[src/rtl/core/dia_pkg.sv]
package dia_pkg;

  // Default sizing of the allocator.
  localparam int unsigned MAX_SLOTS_DEF   = 4096;
  localparam int unsigned FREE_RANGES_DEF = 16;

  // Request kinds carried on the input tuser bit.
  localparam logic REQ_ALLOC = 1'b0;
  localparam logic REQ_FREE  = 1'b1;

  // Result status carried on the output tuser bits.
  typedef enum logic [1:0] {
    ST_OK        = 2'd0,
    ST_EXHAUSTED = 2'd1,
    ST_LIST_FULL = 2'd2
  } status_t;

  // Per-cell control for one evaluation cycle.
  typedef struct packed {
    logic in_use;    // cell holds a live range
    logic free_go;   // a valid free is committed this cycle
    logic alloc_go;  // this cell is the last range and an allocate commits
    logic app_go;    // this cell receives the appended one-slot range
  } cell_ctl_t;

endpackage

[src/rtl/core/dia_cell.sv]
module dia_cell #(
  parameter int unsigned IW = 12,
  parameter int unsigned CW = 13
) (
  input  logic              clk,
  input  dia_pkg::cell_ctl_t ctl,
  input  logic [IW-1:0]     idx,
  input  logic              found_in,
  output logic              found_out,
  output logic [IW-1:0]     start_o,
  output logic              short_o
);

  logic [IW-1:0] start_r, start_nxt;
  logic [CW-1:0] len_r, len_nxt;
  logic [IW+1:0] end_sum;
  logic          end_hit;
  logic          beg_hit;
  logic          take;

  // A range matches if it ends right below the freed slot or starts right above it.
  assign end_sum   = {2'b00, start_r} + {1'b0, len_r};
  assign end_hit   = ctl.in_use && (end_sum == {2'b00, idx});
  assign beg_hit   = ctl.in_use && (start_r != '0) && ((start_r - IW'(1)) == idx);
  assign take      = ctl.free_go && (end_hit || beg_hit) && !found_in;
  assign found_out = found_in || end_hit || beg_hit;

  assign start_o = start_r;
  assign short_o = (len_r <= CW'(1));

  always_comb begin
    start_nxt = start_r;
    len_nxt   = len_r;
    if (take) begin
      len_nxt = len_r + CW'(1);
      if (!end_hit) begin
        start_nxt = idx;
      end
    end else if (ctl.app_go) begin
      start_nxt = idx;
      len_nxt   = CW'(1);
    end else if (ctl.alloc_go && !short_o) begin
      start_nxt = start_r + IW'(1);
      len_nxt   = len_r - CW'(1);
    end
  end

  always_ff @(posedge clk) begin
    start_r <= start_nxt;
    len_r   <= len_nxt;
  end

endmodule

[src/rtl/core/descriptor_index_allocator.sv]
// Slot index allocator with a free range list.
//
// Requests arrive as beats on the in_ channel: in_tuser selects allocate (0)
// or free (1), in_tdata carries the slot being returned on a free. Every
// request produces exactly one result beat on the out_ channel: the slot
// handed out, a status code on out_tuser and the live slot count.
// The cfg_ channel writes the capacity register; write it only while idle.
//
// Freed slots are held as ranges in a row of identical cells. A free is
// broadcast to all cells and a match token ripples down the row so the first
// matching range grows; without a match the range is appended after the last
// used cell, or ST_LIST_FULL results if no cell is free. An allocate takes
// the lowest slot of the last used range, or the bump pointer when no range exists.
//
// A request is held in the request register from its accept edge and commits
// into the output register once the output is free, raising out_tvalid.
// One request is in flight at a time; a new one is taken only after it commits.
// A stalled receiver holds the result; the next request waits in its
// register until the output frees. Reset (rst_n low, synchronous) empties
// the ranges, clears the bump pointer and live count, sets capacity to MAX_SLOTS.
module descriptor_index_allocator #(
  parameter int unsigned MAX_SLOTS   = dia_pkg::MAX_SLOTS_DEF,
  parameter int unsigned FREE_RANGES = dia_pkg::FREE_RANGES_DEF
) (
  input  logic clk,
  input  logic rst_n,
  // Request channel. in_tdata: free_index. in_tuser: req_type.
  input  logic                                   in_tvalid,
  output logic                                   in_tready,
  input  logic [((($clog2(MAX_SLOTS))+7)/8)*8-1:0] in_tdata,
  input  logic                                   in_tuser,
  // Result channel. out_tdata: slot_index, then live_count. out_tuser: status.
  output logic                                   out_tvalid,
  input  logic                                   out_tready,
  output logic [((2*$clog2(MAX_SLOTS)+1+7)/8)*8-1:0] out_tdata,
  output logic [1:0]                             out_tuser,
  // Capacity register write channel.
  input  logic                                   cfg_valid,
  output logic                                   cfg_ready,
  input  logic [$clog2(MAX_SLOTS):0]             cfg_data
);

  localparam int unsigned IW  = $clog2(MAX_SLOTS);
  localparam int unsigned CW  = IW + 1;
  localparam int unsigned RW  = $clog2(FREE_RANGES + 1);
  localparam int unsigned CIW = (FREE_RANGES > 1) ? $clog2(FREE_RANGES) : 1;
  localparam int unsigned ODW = ((IW + CW + 7) / 8) * 8;
  localparam logic [CW-1:0] CAP_MAX = CW'(MAX_SLOTS);

  // Request register and control state.
  logic          busy_r;
  logic          req_r;
  logic [IW-1:0] idx_r;
  logic [RW-1:0] used_r, used_nxt;
  logic [CW-1:0] bump_r, bump_nxt;
  logic [CW-1:0] live_r, live_nxt;
  logic [CW-1:0] cap_r;

  // Output register.
  logic                out_valid_r;
  logic [IW-1:0]       out_slot_r, slot_nxt;
  dia_pkg::status_t    out_status_r, status_nxt;
  logic [CW-1:0]       out_live_r;

  logic          go;
  logic          accept;
  logic [CW-1:0] cap_eff;
  logic [RW-1:0] last_u;
  logic [CIW-1:0] last_idx;
  logic          full;
  logic          free_valid;
  logic          any_hit;

  dia_pkg::cell_ctl_t ctl [FREE_RANGES];
  logic [FREE_RANGES:0] found;
  logic [IW-1:0]  cell_start [FREE_RANGES];
  logic [FREE_RANGES-1:0] cell_short;

  assign accept    = in_tvalid && in_tready;
  assign in_tready = !busy_r;
  assign go        = busy_r && (!out_valid_r || out_tready);
  assign cfg_ready = 1'b1;

  assign cap_eff    = (cap_r > CAP_MAX) ? CAP_MAX : cap_r;
  assign last_u     = used_r - RW'(1);
  assign last_idx   = last_u[CIW-1:0];
  assign full       = (used_r >= RW'(FREE_RANGES));
  assign free_valid = ({1'b0, idx_r} < bump_r);
  assign any_hit    = found[FREE_RANGES];

  // Per-cell control decoded from the range count.
  always_comb begin
    for (int i = 0; i < FREE_RANGES; i++) begin
      ctl[i].in_use   = (RW'(i) < used_r);
      ctl[i].free_go  = go && (req_r == dia_pkg::REQ_FREE) && free_valid;
      ctl[i].alloc_go = go && (req_r == dia_pkg::REQ_ALLOC) && (used_r != '0) &&
                        (RW'(i) == last_u);
      ctl[i].app_go   = go && (req_r == dia_pkg::REQ_FREE) && free_valid &&
                        !any_hit && !full && (RW'(i) == used_r);
    end
  end

  assign found[0] = 1'b0;

  for (genvar g = 0; g < FREE_RANGES; g++) begin : g_cell
    dia_cell #(
      .IW(IW),
      .CW(CW)
    ) u_cell (
      .clk      (clk),
      .ctl      (ctl[g]),
      .idx      (idx_r),
      .found_in (found[g]),
      .found_out(found[g+1]),
      .start_o  (cell_start[g]),
      .short_o  (cell_short[g])
    );
  end

  // Bookkeeping for the committed request.
  always_comb begin
    used_nxt   = used_r;
    bump_nxt   = bump_r;
    live_nxt   = live_r;
    slot_nxt   = '0;
    status_nxt = dia_pkg::ST_OK;
    if (req_r == dia_pkg::REQ_FREE) begin
      if (free_valid) begin
        if (!any_hit && full) begin
          status_nxt = dia_pkg::ST_LIST_FULL;
        end else begin
          if (!any_hit) begin
            used_nxt = used_r + RW'(1);
          end
          if (live_r != '0) begin
            live_nxt = live_r - CW'(1);
          end
        end
      end
    end else begin
      if (used_r != '0) begin
        slot_nxt = cell_start[last_idx];
        if (cell_short[last_idx]) begin
          used_nxt = last_u;
        end
        if (live_r != '1) begin
          live_nxt = live_r + CW'(1);
        end
      end else if (bump_r >= cap_eff) begin
        status_nxt = dia_pkg::ST_EXHAUSTED;
      end else begin
        slot_nxt = bump_r[IW-1:0];
        bump_nxt = bump_r + CW'(1);
        if (live_r != '1) begin
          live_nxt = live_r + CW'(1);
        end
      end
    end
  end

  always_ff @(posedge clk) begin
    if (!rst_n) begin
      busy_r      <= 1'b0;
      used_r      <= '0;
      bump_r      <= '0;
      live_r      <= '0;
      cap_r       <= CAP_MAX;
      out_valid_r <= 1'b0;
    end else begin
      if (cfg_valid && cfg_ready) begin
        cap_r <= cfg_data;
      end
      if (accept) begin
        busy_r <= 1'b1;
      end else if (go) begin
        busy_r <= 1'b0;
      end
      if (go) begin
        used_r      <= used_nxt;
        bump_r      <= bump_nxt;
        live_r      <= live_nxt;
        out_valid_r <= 1'b1;
      end else if (out_tready) begin
        out_valid_r <= 1'b0;
      end
    end
  end

  always_ff @(posedge clk) begin
    if (accept) begin
      req_r <= in_tuser;
      idx_r <= in_tdata[IW-1:0];
    end
    if (go) begin
      out_slot_r   <= slot_nxt;
      out_status_r <= status_nxt;
      out_live_r   <= live_nxt;
    end
  end

  assign out_tvalid = out_valid_r;
  assign out_tuser  = out_status_r;
  assign out_tdata  = {{(ODW - IW - CW){1'b0}}, out_live_r, out_slot_r};

  // The range count never passes the number of cells.
  a_used_bound : assert property (@(posedge clk) disable iff (!rst_n)
    used_r <= RW'(FREE_RANGES))
    else $error("range count above cell count");

  // The bump pointer never passes the table size.
  a_bump_bound : assert property (@(posedge clk) disable iff (!rst_n)
    bump_r <= CAP_MAX)
    else $error("bump pointer above table size");

  // An exhausted or full result always reports slot zero.
  a_err_slot : assert property (@(posedge clk) disable iff (!rst_n)
    out_valid_r && (out_status_r != dia_pkg::ST_OK) |-> (out_slot_r == '0))
    else $error("error result with nonzero slot");

  // Only one request is in flight: an accepted beat blocks the next cycle.
  a_one_flight : assert property (@(posedge clk) disable iff (!rst_n)
    accept |=> !in_tready)
    else $error("second request accepted while busy");

endmodule
[config.mk]
export PLATFORM = sky130hd
export DESIGN_NAME = descriptor_index_allocator
export DESIGN_NICKNAME = d
export VERILOG_FILES = /design/src/rtl/core/dia_pkg.sv /design/src/rtl/core/dia_cell.sv /design/src/rtl/core/descriptor_index_allocator.sv
export SDC_FILE = /design/constraint.sdc
export NUM_CORES = 2
export LEC_CHECK = 0
export BUFFER_PORTS_ARGS = -buffer_cell sky130_fd_sc_hd__buf_2
export CORE_MARGIN = 1.5
export CORE_UTILIZATION = 45
export CTS_CLUSTER_DIAMETER = 50
export DETAILED_ROUTE_END_ITERATION = 16
export GPL_ROUTABILITY_DRIVEN = 0
export PLACE_DENSITY = 0.63
export SYNTH_ARGS = -nofsm -noshare
export SYNTH_HDL_FRONTEND = slang
export SYNTH_SLANG_ARGS = --single-unit
export TNS_END_PERCENT = 20
[constraint.sdc]
create_clock -name clk -period 7.6 [get_ports clk]
set_clock_uncertainty 0.1 [all_clocks]
set_input_delay 0.76 -clock clk [delete_from_list [all_inputs] [get_ports clk]]
set_output_delay 0.76 -clock clk [all_outputs]
set_load 0.01 [all_outputs]
==> key figures <==
Power and ir drop
  • Pwr Density: 135 mW/mm^2
  • Power, Total: 7.92 mW
  • Peak VDD IR: 0.000181 V
  • Pleak: 21.7 nW

Critical path
  • Worst R2R End: g_cell[7].u_cell.start_o[5]
  • Crit Path Category: flip-flop to flip-flop
  • R2R Path Start: g_cell[9].u_cell.start_o[0]
  • CP endpoint kind: flip-flop
  • FF-to-FF path depth: 17
  • Critical-path cell list: ha_1, fa_1, a211o_1, a2111oi_0, o311ai_0, nand2_1, nor3b_1, a41oi_1, o311ai_0, buf_4, nor4_4, buf_4, nand4_2, a21boi_2, o21ai_1, buf_4, o31a_1
  • CP Max Fanout: 19
  • R2R Setup Slk: 0.95 ns
  • WP data arrival: 6.86 ns
  • CP required: 7.81 ns
  • Critical Path Max Stage Delay: 0.57 ns
  • Critical path's most frequent cell: buf_4
  • Slowest CP cell: edfxtp_1
  • CP startpoint kind: flip-flop

Cells and area
  • Fin area: 0.0588 mm^2
  • Core Util, Final: 49.1%
  • Final Non-Filler Cells: 8086
  • Share of cells above drive strength 1: 8.64%
  • Layout area overhead: 8.52%
  • Layout Nets: 6755
  • Footprint of the multi-input gates: 0.0371 mm^2
  • FILL cells: 11200
  • Sequential cell area: 0.0141 mm^2

Synth
  • Synth top cells by count: 588 x nand2_1, 440 x edfxtp_1, 427 x nor2_1, 426 x xnor2_1, 363 x o21ai_0
  • Synth top area share: 24.4%
  • Synthesized area: 0.0541 mm^2
  • Most used DFF post-synth: edfxtp_1
  • Area leader, netlist: edfxtp_1
  • Unique cell type count in the Yosys netlist: 116
  • Number of synthesized flops with an enable pin: 440
  • Top-count cell post-synth: nand2_1
  • Syn Inst Count: 6546
  • Ranking of synthesized cells by area: edfxtp_1 24%, ha_1 7.1%, xnor2_1 6.9%
  • Syn Area/Cell: 8.27 um^2
  • Syn. warnings: 0
  • Post-synthesis sequential area ratio: 26.1%
  • FFs w/ async S/R, synth: 0%
  • Yosys reg bits: 486

Timing
  • Worst slew pin tran: 1.30 ns
  • Total Neg Setup Slack: 0 ns
  • Final-report hold violation count: 0
  • Final period util: 87.5%
  • Tmin final: 6.65 ns
  • Final setup viols: 0
  • Max Transition Viols Final: 0
  • RSZ-0062 raised after global routing: no
  • Slew Limit Headroom: 13.2%
  • Min Hold Slack: 0.153 ns
  • Setup WS post-layout: 0.949 ns
  • Fmax: 0.150 GHz

Clock tree
  • Longest Clk Path Bufs: 3
  • CTS buffer count: 88
  • CTS Hold Bufs: 0
  • CTS root buf: clkbuf_16
  • Worst skew pair latency: 0.69 ns
  • Clk sinks: 486
  • Clk pin slew, worst setup/hold paths: 0.07 ns
  • Post-CTS setup buffers: 0
  • TritonCTS clock tree: yes
  • CTS resizes: 0
  • H-Tree Depth: 3

Routing
  • Routed Antenna Nets: 0
  • DR vias: 52400
  • Drt drc: 0
  • Routed vias/inst: 6.48
  • Routed wire per std cell: 22.9 um
  • First-iteration detailed-routing DRC count: 5515
  • Drt first pass iters: 6
  • Post-Route WL: 185 mm

Placement
  • Post-place setup slack: 1.00 ns
  • Placed Cells: 7920
  • Dpl hpwl: 131 mm
  • Area after DPL: 0.0557 mm^2
  • I/O Buffers: 59

Global route
  • Total grt overflow: 0
  • GRT Total Usage: 29.4%
  • Largest net degree at the start of global routing: 53
  • First-pass GRT wire length: 284 mm
  • Vias in the first global route: 48300
  • Initial antenna violation count: 5

Hold path
  • Hold Path Sink: idx_r[2]
  • Worst Hold Class: primary input to flip-flop
  • Hold depth: 1
  • Min-delay src: in_tdata[2]

Die
  • Core area: 0.120 mm^2
  • Die area: 0.122 mm^2
  • Initial Util: 45.2%
  • Top Ports: 72
  • Die width: 350 um
  • DIE HEIGHT: 350 um
  • Placement Rows: 127

Run status
  • Outcome: complete, no violations

Run
  • Max-Cap Viols: 0
==> worst max-delay path by stage <==
| stage | start | to | slack, ns | cells after the start |
|---|---|---|---|---|
| 2_1_floorplan | g_cell[9].u_cell.start_o[0] | g_cell[8].u_cell.start_o[0] | 1.86 | 16 |
| 3_3_place_gp | g_cell[3].u_cell.start_o[0] | g_cell[7].u_cell.start_o[6] | 1.17 | 16 |
| 3_5_place_dp | g_cell[9].u_cell.start_o[0] | g_cell[7].u_cell.start_o[11] | 1.00 | 17 |
| 4_1_cts | g_cell[9].u_cell.start_o[0] | g_cell[7].u_cell.start_o[5] | 1.01 | 17 |
| 5_1_grt | g_cell[9].u_cell.start_o[0] | g_cell[7].u_cell.start_o[1] | 0.61 | 17 |
| 6_report | g_cell[9].u_cell.start_o[0] | g_cell[7].u_cell.start_o[5] | 0.95 | 17 |
==> cell families (layout without fill, tap and decap cells) <==
logic type	count (synthesis)	after routing	share of synthesized area [%]
AO/OA/AOI/OAI	1650	1650	20.6
XOR/XNOR	705	705	11.5
adder cells (fa/ha/maj)	322	322	7.66
buffers and inverters	699	619	5.56
flip-flops	486	486	26.1
multiplexers	153	153	4.13
other	2	10	0.0139
AND/OR/NAND/NOR	2529	2529	24.5
==> registers in the layout (all words and copies together), names as in the netlist <==
register               count
out_tvalid                 1
req_r                      1
idx_r                     12
out_tuser                  2
live_r                    13
g_cell.u_cell.len_r      208
busy_r                     1
out_live_r                13
cap_r                     13
used_r                     5
out_slot_r                12
g_cell.u_cell.start_o    192
bump_r                    13
==> worst max-delay path, delay by kind of cell, from the launching register on <==
| kind | cells | cell delay, ns |
|---|---|---|
| adders and majority gates | 2 | 0.73 |
| buffers and inverters | 3 | 0.79 |
| AOI/OAI and AO/OA | 8 | 3.10 |
| and+or+nand+nor | 4 | 0.96 |
| DFF | 1 | 0.57 |
==> power by group <==
group | leakage [nW] | switching [mW] | internal (mW) | total, mW
sequential | 4.35 | 0.0562 | 2.93 | 2.98
clock | 1.45 | 1.58 | 2.53 | 4.12
combinational | 15.9 | 0.520 | 0.297 | 0.817
==> cell type report <==
| cell class | count | share of cell area [%] |
|---|---|---|
| diodes | 2 | 0.00852 |
| multi-input cells | 5367 | 63.2 |
| flip-flops and latches | 486 | 24.1 |
| well taps | 1612 | 3.43 |
| clock inverters | 66 | 1.20 |
| clock buffers | 98 | 3.94 |
| repair buffers | 202 | 2.52 |
| inverters | 253 | 1.62 |
==> cells in the final DEF, fill, tap and decap left out, types with 219 or more instances in the layout <==
cell	count
ha_1	305
nor2_1	427
nand3_1	272
nor3_1	241
nand2_1	588
inv_1	250
edfxtp_1	440
a21oi_1	334
xnor2_1	425
and3_1	219
o21ai_0	359
xor2_1	273
==> layer usage <==
metal	GRT usage [%]	part of all wire (%)
met5	0	0.0059
met3	6.29	10
met2	45.8	44
met4	12.6	4.5
met1	39.1	41
(Power assumes the default switching activity.)
